--- src/rtl/ttks_pkg.sv ---
// shared types and constants for the top-k / top-p token sampler
package ttks_pkg;

   localparam int SCORE_W  = 16;
   localparam int TOKEN_W  = 17;
   localparam int RAND_W   = 16;
   localparam int FRAC_W   = 17;
   localparam int TEMP_W   = 12;
   localparam int KEEPC_W  = 7;
   localparam int CSR_IX_W = 2;
   localparam int CSR_D_W  = 17;
   localparam int WEIGHT_W = 16;

   // register indexes
   localparam logic [CSR_IX_W-1:0] CSR_INV_TEMP  = 2'd0;
   localparam logic [CSR_IX_W-1:0] CSR_NUCLEUS   = 2'd1;
   localparam logic [CSR_IX_W-1:0] CSR_KEEP      = 2'd2;

   // per-cycle control for the cell chain
   typedef struct packed {
      logic insert;
      logic rotate;
   } cell_ctrl_type;

   typedef enum logic [2:0] {
      ST_RUN,
      ST_START,
      ST_PROD,
      ST_LOOK,
      ST_ACC,
      ST_NMUL,
      ST_RMUL,
      ST_DONE
   } state_type;

   typedef enum logic [1:0] {
      PASS_TOTAL,
      PASS_CUT,
      PASS_DRAW
   } pass_type;

endpackage

--- src/rtl/ttks_cell.sv ---
// one cell of the sorted kept-score chain
module ttks_cell
   import ttks_pkg::*;
#(
   parameter int IDX_W = 17
) (
   input  logic                      clock,
   input  cell_ctrl_type             ctrl,
   input  logic                      valid,
   input  logic signed [SCORE_W-1:0] new_score,
   input  logic [IDX_W-1:0]          new_index,
   input  logic                      prev_gt,
   input  logic signed [SCORE_W-1:0] prev_score,
   input  logic [IDX_W-1:0]          prev_index,
   input  logic signed [SCORE_W-1:0] next_score,
   input  logic [IDX_W-1:0]          next_index,
   output logic                      gt,
   output logic signed [SCORE_W-1:0] score,
   output logic [IDX_W-1:0]          index
);

   logic signed [SCORE_W-1:0] score_ff, score_in;
   logic [IDX_W-1:0]          index_ff, index_in;

   // empty cells or smaller scores give way to the new score
   assign gt = !valid || (new_score > score_ff);

   // rotate for the weighting passes, or shift in the sorted insertion
   always_comb begin
      score_in = score_ff;
      index_in = index_ff;
      priority if (ctrl.rotate) begin
         score_in = next_score;
         index_in = next_index;
      end else if (ctrl.insert && gt && !prev_gt) begin
         score_in = new_score;
         index_in = new_index;
      end else if (ctrl.insert && gt) begin
         score_in = prev_score;
         index_in = prev_index;
      end
   end

   always_ff @(posedge clock) begin
      score_ff <= score_in;
      index_ff <= index_in;
   end

   assign score = score_ff;
   assign index = index_ff;

endmodule

--- config.mk ---
export PLATFORM = sky130hd
export DESIGN_NAME = ttks_cell
export DESIGN_NICKNAME = d
export VERILOG_FILES = /design/src/rtl/ttks_pkg.sv /design/src/rtl/ttks_cell.sv
export SDC_FILE = /design/constraint.sdc
export NUM_CORES = 1
export LEC_CHECK = 0
export BUFFER_PORTS_ARGS = -buffer_cell sky130_fd_sc_hd__buf_4
export CAP_MARGIN = 40
export CORE_ASPECT_RATIO = 1.5
export CORE_MARGIN = 1.5
export CORE_UTILIZATION = 40
export DETAILED_ROUTE_END_ITERATION = 10
export PLACE_DENSITY = 0.81
export SLEW_MARGIN = 20
export SYNTH_ARGS = -nofsm -noshare
export SYNTH_HDL_FRONTEND = slang
export SYNTH_SLANG_ARGS = --single-unit
--- constraint.sdc ---
create_clock -name clock -period 5.5 [get_ports clock]
set_input_delay 0.55 -clock clock [delete_from_list [all_inputs] [get_ports clock]]
set_output_delay 0.55 -clock clock [all_outputs]
set_load 0.01 [all_outputs]
======== Word level (Yosys, flattened, before mapping) ========
Cells that the tools add are included.
word-level totals
  bits in registers ....................... 33
  input bits .............................. 104
  output and inout port bits .............. 34
  word-level logic and storage cells ...... 15
cells by class
  $lt $le $gt $ge ......................... 1
  muxes and demuxes ....................... 6
  reduce and logical (&&, ||, !) cells .... 6
operators with widths
  operator           count
  $mux 17            3
  $mux 16            3
  $gt 16x16->1       1
  $reduce_bool 3->1  1
  $logic_and 1x1->1  2
  $logic_not 1->1    2
  $logic_or 1x1->1   1

======== Depth between registers and ports, before layout ========
Gate-level depths: netlist of the first run.
  depth in word-level cells ............... 6
  depth in mapped cells ................... 10
  depth with buffers taken out ............ 8

======== Worst setup path after synthesis of the first run ========
Ideal clock, no wire load.
  path type ............................... input-to-reg
  start ................................... in new_score[15]
  end ..................................... reg index_ff[0], in the netlist index[0], enable pin
  setup time .............................. 0.389 ns
  data arrival time ....................... 2.756 ns
  data required time ...................... 5.111 ns
  slack ................................... 2.355 ns
  stages on the path ...................... 8
  buffers on the path ..................... 1
  path through ............................ ha_1 > nand4_2 > nor4_2 > a21boi_2 > nor4b_2 > buf_2 > nor2_1 > a21o_1
between the ends
  cells in the longest elaborated chain, start to end .. 5
ends and longest elaborated chain
  element                        line                              RTL
  start, declared                ttks_cell.sv:10                   input logic signed [SCORE_W-1:0] new_score,
  $gt 16x16->1 *                 ttks_cell.sv:26                   assign gt = !valid || (new_score > score_ff);
  $logic_or 1x1->1 *             ttks_cell.sv:26
  via gt                         ttks_cell.sv:17                   output logic gt,
  $logic_and 1x1->1 *            ttks_cell.sv:35, ttks_cell.sv:38
  $logic_and 1x1->1              ttks_cell.sv:35                   end else if (ctrl.insert && gt && !prev_gt) begin
  $reduce_bool 3->1 (no line) *  n/a
  end signal, assigned           ttks_cell.sv:46                   index_ff <= index_in;
  end, declared                  ttks_cell.sv:23                   logic [IDX_W-1:0] index_ff, index_in;
The timed path passes the listed nets; every way through them passes the cells marked *.
A chain may end at the register's enable or synchronous reset.

======== Worst setup path after layout of the first run ========
  start ................................... reg score_ff[15], in the netlist score[15]
  end ..................................... reg index_ff[11], in the netlist index[11], data pin
between the ends
  cells in the longest elaborated chain, start to end .. 6
ends and longest elaborated chain
  element                         line             RTL
  start, declared                 ttks_cell.sv:22  logic signed [SCORE_W-1:0] score_ff, score_in;
  start signal, assigned          ttks_cell.sv:45  score_ff <= score_in;
  $gt 16x16->1                    ttks_cell.sv:26
  $logic_or 1x1->1                ttks_cell.sv:26
  $logic_and 1x1->1 (2 in a row)  ttks_cell.sv:35
  $mux 17                         ttks_cell.sv:35
  $mux 17                         ttks_cell.sv:32  priority if (ctrl.rotate) begin
  via index_in[11]                ttks_cell.sv:23
The timed path passes the listed nets, and every way through them passes these cells.

==> impl_metrics.yaml, run 1 <==
run_status:
  status: "completed"
layout:
  final_cell_mix: "141 x buf_4, 34 x nor2b_1, 33 x a221o_1, 33 x edfxtp_1, 32 x nor4b_1"
  fin_nets: 464
  drive_above_1_share_pct: 44.3
  syn2layout_area_growth_pct: 48.2
  mostFrequentLayoutCell: "buf_4"
  nFillCells: 536
  instances_no_fill: 415
  final_area_um2: 3530
  antennaDiodeCount: 0
worst_setup_path:
  crit_top_cell: "buf_4"
  slowest_delay_ps: 520
  crit_type: "reg -> reg"
  cp-start-kind: "flip-flop"
  rr_startpoint: "score[15]"
  cp_top_family: "simple AND/OR/NAND/NOR gates"
  crit_arrival_ps: 3280
  path_max_fanout: 35
  rrSetupSlack_ps: 2240
  cp.required_ps: 5520
  crit_chain: "inv_1 -> ha_1 -> nand4_2 -> nor4_2 -> a21boi_2 -> nor4b_4 -> buf_4 -> or2_1 -> buf_4 -> a221o_1"
  timing.rr.end: "index[11]"
  reg2reg_depth: 10
  cp_num_buf_inv: 3
  slowest_stage: "or2_1"
  cp-end-kind: "flip-flop"
clocking:
  cts_resized: 0
  tritoncts: "built"
  cts_sinks: 33
  cts-htree-levels: 2
  clk_path_buf_depth: 2
  insertion_delay_ps: 280
  clockRootBuffer: "clkbuf_8"
  cts_inserted_buffers: 5
  cts_hold_buf: 0
  cts_setup_buffers: 0
  path_clk_slew_ps: 70
yosys:
  synth_edf_count: 33
  syn_avg_cell_area_um2: 11.0
  synthFlopType: "edfxtp_1"
  seq_area_frac_synth_pct: 41.6
  yosys_warnings: 0
  synthCells: 216
  async_reset_ff_share_pct: 0
  synth_cell_types: 28
  syn-num-nets: 336
  synth.ff_latch_count: 33
  synth_area_um2: 2380
global_routing:
  grt_pass1_vias: 2334
  antenna_found_initial: 0
  grt_util_all_layers_pct: 21.4
  overflow: 0
  grt_pass1_wl_um: 10700
  grt_max_degree: 101
timing:
  fin_crit_sh_pct: 59.3
  relSlewSlack_pct: 55.3
  fin_crit_ps: 3260
  setup_tns_ps: 0
  tightest_slew_ps: 670
  setup_viol: 0
  hold_viol: 0
  finClkSkew_ps: 8.09
  rsz0062_at_grt: "no"
  final_max_slew_viol_count: 0
  fmax_mhz: 307
routing:
  viasPerCell: 5.59
  drtPass1Iterations: 7
  ant_nets: 0
  drc_errors: 0
  via_count: 2320
  wire_per_inst_um: 16.6
  drt_iter0_drc: 129
  wirelength_um: 6910
placement:
  hpwl_um: 5020
  io_buffers: 137
  gp_congestion: 0.795
  placed_area_um2: 3430
  post-place-cells: 408
worst_hold_path:
  min_to: "index[1]"
  worstHoldPathType: "in -> reg"
  min-delay-start: "next_index[1]"
  min_path_cells: 2
floorplanning:
  start_util_pct: 41.2
  core_um2: 5790
  ios: 138
  row_count: 34
  dieArea_um2: 6430
  die_h_um: 97.5
  die_w_um: 66.0
power_and_ir_drop:
  p_leak_uw: 0.00154
  pwr-share-seq_pct: 43.6
  switching_power_uw: 216
  ir_drop_mv: 0.131
  combPwrFrac_pct: 33.9
  power_density_nw_per_um2: 213
  intPower_uw: 537
  power_frac_clock_pct: 22.5
  p_sw_share_pct: 28.7
run:
  max-cap-violations: 0
cell type report:
cell class | instances | area, µm² | area share [%]
flip-flops and latches | 33 | 991 | 28.1
repair buffers | 142 | 1080 | 30.6
multi-input cells | 145 | 1230 | 34.9
clock buffers | 5 | 68.8 | 1.95
clock inverters | 1 | 5.00 | 0.142
inverters | 17 | 63.8 | 1.81
well taps | 72 | 90.1 | 2.55
flip-flops by register name, indices dropped and copies added (netlist names):
register and cells:
index 17, score 16
stage by stage:
step / util, % / hold slack [ps] / power (µW) / setup slack [ps]
after floorplan: - / 766 / 458 / 2360
after global placement: 59.4 / 853 / 580 / 2110
after detailed placement: 59.4 / 860 / 588 / 2000
after CTS: 60.6 / 566 / 757 / 2260
after global routing: 61.0 / 563 / 793 / 2070
final: 61.0 / 571 / 753 / 2240
worst reg2reg max path: stages, from the launching register on:
cell and delay [ps]:
edfxtp_1 350, inv_1 50, ha_1 320, nand4_2 170
nor4_2 360, a21boi_2 270, nor4b_4 60, buf_4 270
or2_1 530, buf_4 320, a221o_1 310
power by group through the flow:
stage               Clock [µW]  Sequential (µW)  Combinational (µW)
CTS                        174              329                 255
floorplan                    0              348                 110
finish                     169              328                 256
global route               183              331                 279
detailed placement           0              334                 254
global placement             0              332                 248
metal layers:
metal,part of all wire [%],track usage [%],vias up
li1,-,-,1111
met1,36,24.1,1077
met2,52,37.2,114
met3,8.0,4.87,18
met4,3.4,10.0,0
met5,0,0,-
Yosys cell counts (2+ instances only):
cell	number	area share (%)
clkbuf_1	16	2.5
nand2_1	4	0.63
nor3_1	2	0.42
nor2b_1	34	8.9
nand4_1	2	0.53
inv_1	17	2.7
nand3b_1	2	0.63
nor4b_1	32	12
buf_2	2	0.42
buf_6	3	1.4
a221o_1	33	14
ha_1	16	8.4
a21oi_1	6	1.3
edfxtp_1	33	42
worst max path at each step:
stage / start / end / cells after the start
after CTS: score[14] / index[8] / 10
final: score[15] / index[11] / 10
after detailed placement: new_score[15] / index[8] / 10
after global placement: new_score[15] / index[9] / 10
after global routing: score[15] / index[6] / 10
after floorplan: new_score[15] / index[0] / 8
kinds of logic (layout without fill, tap and decap cells):
group	after synthesis	count (layout)	synth area share [%]
and+or+nand+nor	84	84	25.9
adders and majority gates	16	16	8.41
DFF	33	33	41.6
AOI/OAI and AO/OA	45	45	17.0
buffers and inverters	38	165	7.04
Power figures use the tool's default switching activity.
==> run 2, diff against run 1 <==
ABC_AREA = 1   (was default)
PLACE_DENSITY = 0.8   (was 0.81)
clock period = 3 ns   (was 5.5 ns; I/O delays follow)
==> run 2 against run 1 <==
  * Cell area is 5.8% higher
  * Via count is 22% higher
  * Cell count is 38% higher
  * Clock skew is 4.8 ps lower
  * Combinational power is 98% higher
  * Synthesized cell count is 71% higher
  * Clock power is 87% higher
  * Total power is 89% higher
  * Non-clock buffer count is 1 lower
  * Flip-flop and latch count stayed put
  * Sequential share of layout area is 1.5 points lower
  * Largest power group unchanged
  * Highest routed layer unchanged
==> impl_metrics.yaml, run 2 <==
timing:
  setup_tns_ps: 0
  hold_viol: 0
  final_max_slew_viol_count: 0
  fmax_mhz: 382
  relSlewSlack_pct: 70.3
  finClkSkew_ps: 3.25
  setup_viol: 0
  tightest_slew_ps: 442
  fin_crit_ps: 2620
  whs_ps: 291
  fin_crit_sh_pct: 87.3
  rsz0062_at_grt: "no"
worst_setup_path:
  cp-end-kind: "primary output"
  slowest_delay_ps: 350
  path_max_fanout: 19
  slowest_stage: "edfxtp_1"
  cp_num_buf_inv: 4
  cp.required_ps: 2700
  crit_chain: "inv_1 -> ha_1 -> nand4_1 -> clkinv_1 -> nand2_1 -> nand2_1 -> nor2_1 -> a21oi_2 -> nand2_1 -> nand2_4 -> buf_4 -> buf_4"
  crit_arrival_ps: 2320
  cp-start-kind: "flip-flop"
  crit_type: "reg -> out"
  cp_top_family: "simple AND/OR/NAND/NOR gates"
  crit_top_cell: "nand2_1"
placement:
  hpwl_um: 5730
  gp_congestion: 0.784
  placed_area_um2: 3650
  io_buffers: 137
  post-place-cells: 564
power_and_ir_drop:
  p_leak_uw: 0.00218
  pwr-share-seq_pct: 42.2
  power_frac_clock_pct: 22.2
  intPower_uw: 982
  power_density_nw_per_um2: 382
  switching_power_uw: 442
  combPwrFrac_pct: 35.6
  p_sw_share_pct: 31.1
  ir_drop_mv: 0.260
  total_power_uw: 1420
floorplanning:
  die_w_um: 68.7
  dieArea_um2: 6970
  core_um2: 6220
  row_count: 35
  die_h_um: 102
  start_util_pct: 41.6
  ios: 138
clocking:
  tritoncts: "built"
  clockRootBuffer: "clkbuf_8"
  clk_path_buf_depth: 2
  cts_resized: 0
  path_clk_slew_ps: 70
  cts_sinks: 33
  cts-htree-levels: 2
  cts_setup_buffers: 0
  cts_hold_buf: 0
  insertion_delay_ps: 280
  cts_inserted_buffers: 5
layout:
  syn2layout_area_growth_pct: 44.2
  nFillCells: 597
  fin_nets: 617
  mostFrequentLayoutCell: "buf_4"
  drive_above_1_share_pct: 30.5
  largest_reg_flops: 17
  final_area_um2: 3730
  antennaDiodeCount: 0
  final_cell_mix: "140 x buf_4, 123 x nand2_1, 89 x inv_1, 35 x nand4_1, 34 x nand3_1"
  instances_no_fill: 572
  seqCellArea_um2: 991
  multiInputGateArea_um2: 1150
routing:
  ant_nets: 0
  viasPerCell: 4.93
  drc_errors: 0
  via_count: 2822
  wire_per_inst_um: 13.4
  wirelength_um: 7650
  drt_iter0_drc: 110
  drtPass1Iterations: 4
yosys:
  async_reset_ff_share_pct: 0
  synth.ff_latch_count: 33
  synthFlopType: "edfxtp_1"
  syn-num-nets: 489
  synthCells: 369
  seq_area_frac_synth_pct: 38.3
  synth_edf_count: 33
  syn_avg_cell_area_um2: 7.01
  ys_top_cells_by_area: "edfxtp_1 38%, nand2_1 18%, inv_1 13%"
  synth_top_area_cell: "edfxtp_1"
  yosys_warnings: 0
  yosysMostFrequentCell: "nand2_1"
  synth.top_cell.area_share_pct: 38.3
  synth_cell_types: 18
  synth_common_cells: "123 x nand2_1, 89 x inv_1, 35 x nand4_1"
  synth_area_um2: 2590
worst_hold_path:
  worstHoldPathType: "in -> reg"
global_routing:
  grt_util_all_layers_pct: 22.6
  grt_pass1_wl_um: 11900
  grt_pass1_vias: 2757
  overflow: 0
  grt_max_degree: 36
  antenna_found_initial: 0
run:
  max-cap-violations: 0
run_status:
  status: "completed"
==> run 2: changes by cell type after synthesis, sizes merged, moves of 5 or more <==
cell / change
a221o: -33
inv: +72
nand2: +120
nand3: +35
nand4: +32
nor2: +5
nor2b: -34
nor4b: -33
==> run 2: tightest hold or removal path, stage by stage <==
cell	delay [ps]
buf_4	70
nand2_1	40
nand2_1	50
==> run 2: kinds of logic after synthesis <==
group / Yosys count / synth area share, %
buf+inv: 112 / 17.3
simple gates: 202 / 35.3
flops: 33 / 38.3
fa+ha+maj: 16 / 7.74
compound gates: 6 / 1.40
==> run 2: power groups by stage <==
| stage | Combinational (µW) | Sequential, µW | Clock [µW] |
|---|---|---|---|
| final | 506 | 601 | 316 |
| after detailed placement | 509 | 612 | 0 |
| after global placement | 495 | 609 | 0 |
| after floorplan | 230 | 636 | 0 |
| after CTS | 510 | 602 | 323 |
| after global routing | 567 | 607 | 349 |
==> run 2: metrics by stage <==
stage	utilization (%)	setup slack, ps
global placement	58.7	597
finish	60.0	380
global route	60.0	183
detailed placement	58.7	522
CTS	60.0	407
floorplan	-	236
==> run 2: final cells by class <==
type                    instances  share of cell area, %
inverters                      92                   9.25
clock inverters                 2                  0.268
clock buffers                   6                   1.94
multi-input cells             224                   30.8
well taps                      74                   2.48
repair buffers                141                   28.7
flip-flops and latches         33                   26.6
==> run 2: final timing paths <==
check,slack (ps),from,endpoint,depth (start not counted)
worst min-delay path,290,next_index[9],index[9],3
worst max-delay path,380,score[15],gt,12
worst max register to register,520,score[15],index[8],14
worst min register to register,1410,score[15],index[5],9
==> run 2: layer usage <==
metal | vias to the layer above | routed length (µm) | track usage [%]
met2 | 122 | 4200 | 41.9
met1 | 1266 | 2800 | 24.1
met5 | - | 0 | 0
met4 | 0 | 175 | 9.54
li1 | 1419 | - | -
met3 | 15 | 477 | 3.89
==> run 3, diff against run 2 <==
CORE_MARGIN = default   (was 1.5)
SLEW_MARGIN = default   (was 20)
==> run 3 against run 2 <==
  * Combinational power is essentially flat
  * Global-route usage is essentially flat
  * Flip-flop and latch count is the same
  * Maximum frequency grew 0.54%
  * Cell count is the same
==> impl_metrics.yaml, run 3 (synthesized netlist as in run 2, its figures left out) <==
run_status:
  status: "completed"
worst_setup_path:
  path_max_fanout: 20
  crit_chain: "inv_1 -> ha_1 -> a21oi_1 -> nand2_1 -> nand2_1 -> nand2_1 -> nand2_1 -> nand2_1 -> nand2_1 -> nand2_1 -> nand2_4 -> buf_4 -> buf_4"
  cp-start-kind: "flip-flop"
  cp-end-kind: "primary output"
  crit_arrival_ps: 2310
  slowest_stage: "edfxtp_1"
  crit_top_cell: "nand2_1"
  rrSetupSlack_ps: 580
  slowest_delay_ps: 420
  cp.required_ps: 2700
  crit_type: "reg -> out"
floorplanning:
  die_h_um: 101
  die_w_um: 67.7
  core_um2: 6170
  dieArea_um2: 6800
  start_util_pct: 41.9
  ios: 138
  row_count: 35
routing:
  wirelength_um: 7420
  drt_iter0_drc: 88
  drtPass1Iterations: 4
  wire_per_inst_um: 13.0
  ant_nets: 0
  viasPerCell: 4.95
  drc_errors: 0
  via_count: 2834
timing:
  setup_viol: 0
  finClkSkew_ps: 7.46
  fmax_mhz: 384
  tightest_slew_ps: 448
  final_max_slew_viol_count: 0
  setup_tns_ps: 0
  fin_crit_ps: 2610
  relSlewSlack_pct: 70.0
  rsz0062_at_grt: "no"
  hold_viol: 0
  fin_crit_sh_pct: 86.9
clocking:
  cts_setup_buffers: 0
  cts_resized: 0
  cts_inserted_buffers: 5
  insertion_delay_ps: 280
  cts-htree-levels: 2
  clk_path_buf_depth: 2
  clockRootBuffer: "clkbuf_8"
  cts_sinks: 33
  tritoncts: "built"
  path_clk_slew_ps: 70
  cts_hold_buf: 0
global_routing:
  grt_pass1_vias: 2664
  overflow: 0
  grt_util_all_layers_pct: 22.6
  antenna_found_initial: 0
  grt_pass1_wl_um: 11400
  grt_max_degree: 36
layout:
  final_cell_mix: "140 x buf_4, 123 x nand2_1, 89 x inv_1, 35 x nand4_1, 34 x nand3_1"
  antennaDiodeCount: 0
  drive_above_1_share_pct: 30.3
  syn2layout_area_growth_pct: 45.1
  largest_reg_flops: 17
  fin_nets: 618
  mostFrequentLayoutCell: "buf_4"
  final_area_um2: 3750
  instances_no_fill: 572
  nFillCells: 574
power_and_ir_drop:
  power_density_nw_per_um2: 377
  p_leak_uw: 0.00219
  ir_drop_mv: 0.276
worst_hold_path:
  worstHoldPathType: "in -> reg"
placement:
  hpwl_um: 5660
  io_buffers: 137
  gp_congestion: 0.846
  placed_area_um2: 3680
  post-place-cells: 565
run:
  max-cap-violations: 0
## run 3: changes by cell type in the layout (fill, tap and decap cells not counted)
cell      before  now
buf_16         0    1
clkinv_1       3    4
clkinv_2       2    0
## run 3: power by group
part / switching [µW] / internal [µW]
sequential: 24.9 / 578
clock: 148 / 156
combinational: 260 / 247
total: 433 / 981
## run 3: cell type report
cell class | count | area (µm²) | area share, %
inverter | 92 | 345 | 9.20
multi-input combinational | 224 | 1150 | 30.6
tap | 74 | 92.6 | 2.47
timing repair buffer | 142 | 1100 | 29.3
sequential | 33 | 991 | 26.4
clock buffer | 6 | 72.6 | 1.93
clock inverter | 1 | 3.75 | 0.100
## run 3: metrics by stage
stage	setup WS, ps	utilization (%)	hold slack [ps]	power (µW)
floorplan	236	-	482	866
finish	394	60.8	288	1410
CTS	392	60.8	277	1430
global placement	544	59.1	576	1110
detailed placement	562	59.6	574	1120
global route	212	60.8	282	1510
## run 3: metal layers
| layer | global-route usage [%] | routed length, µm | part of all wire [%] |
|---|---|---|---|
| met1 | 22.4 | 2620 | 35 |
| met2 | 41.8 | 4080 | 55 |
| met3 | 4.75 | 462 | 6.2 |
| met4 | 11.9 | 255 | 3.4 |
| met5 | 0 | 0 | 0 |
## run 3: worst paths after layout
check                     start        to  cells after the start
hold reg to reg       score[15]  index[3]                      9
setup / recovery       score[3]        gt                     13
hold / removal    next_index[8]  index[8]                      3
setup reg to reg       score[3]  score[2]                     14
## run 3: critical path, delay by kind of cell, from the launching register on
family	cells	cell delay, ps
flops	1	420
fa+ha+maj	1	230
buf+inv	3	550
simple gates	8	650
compound gates	1	170
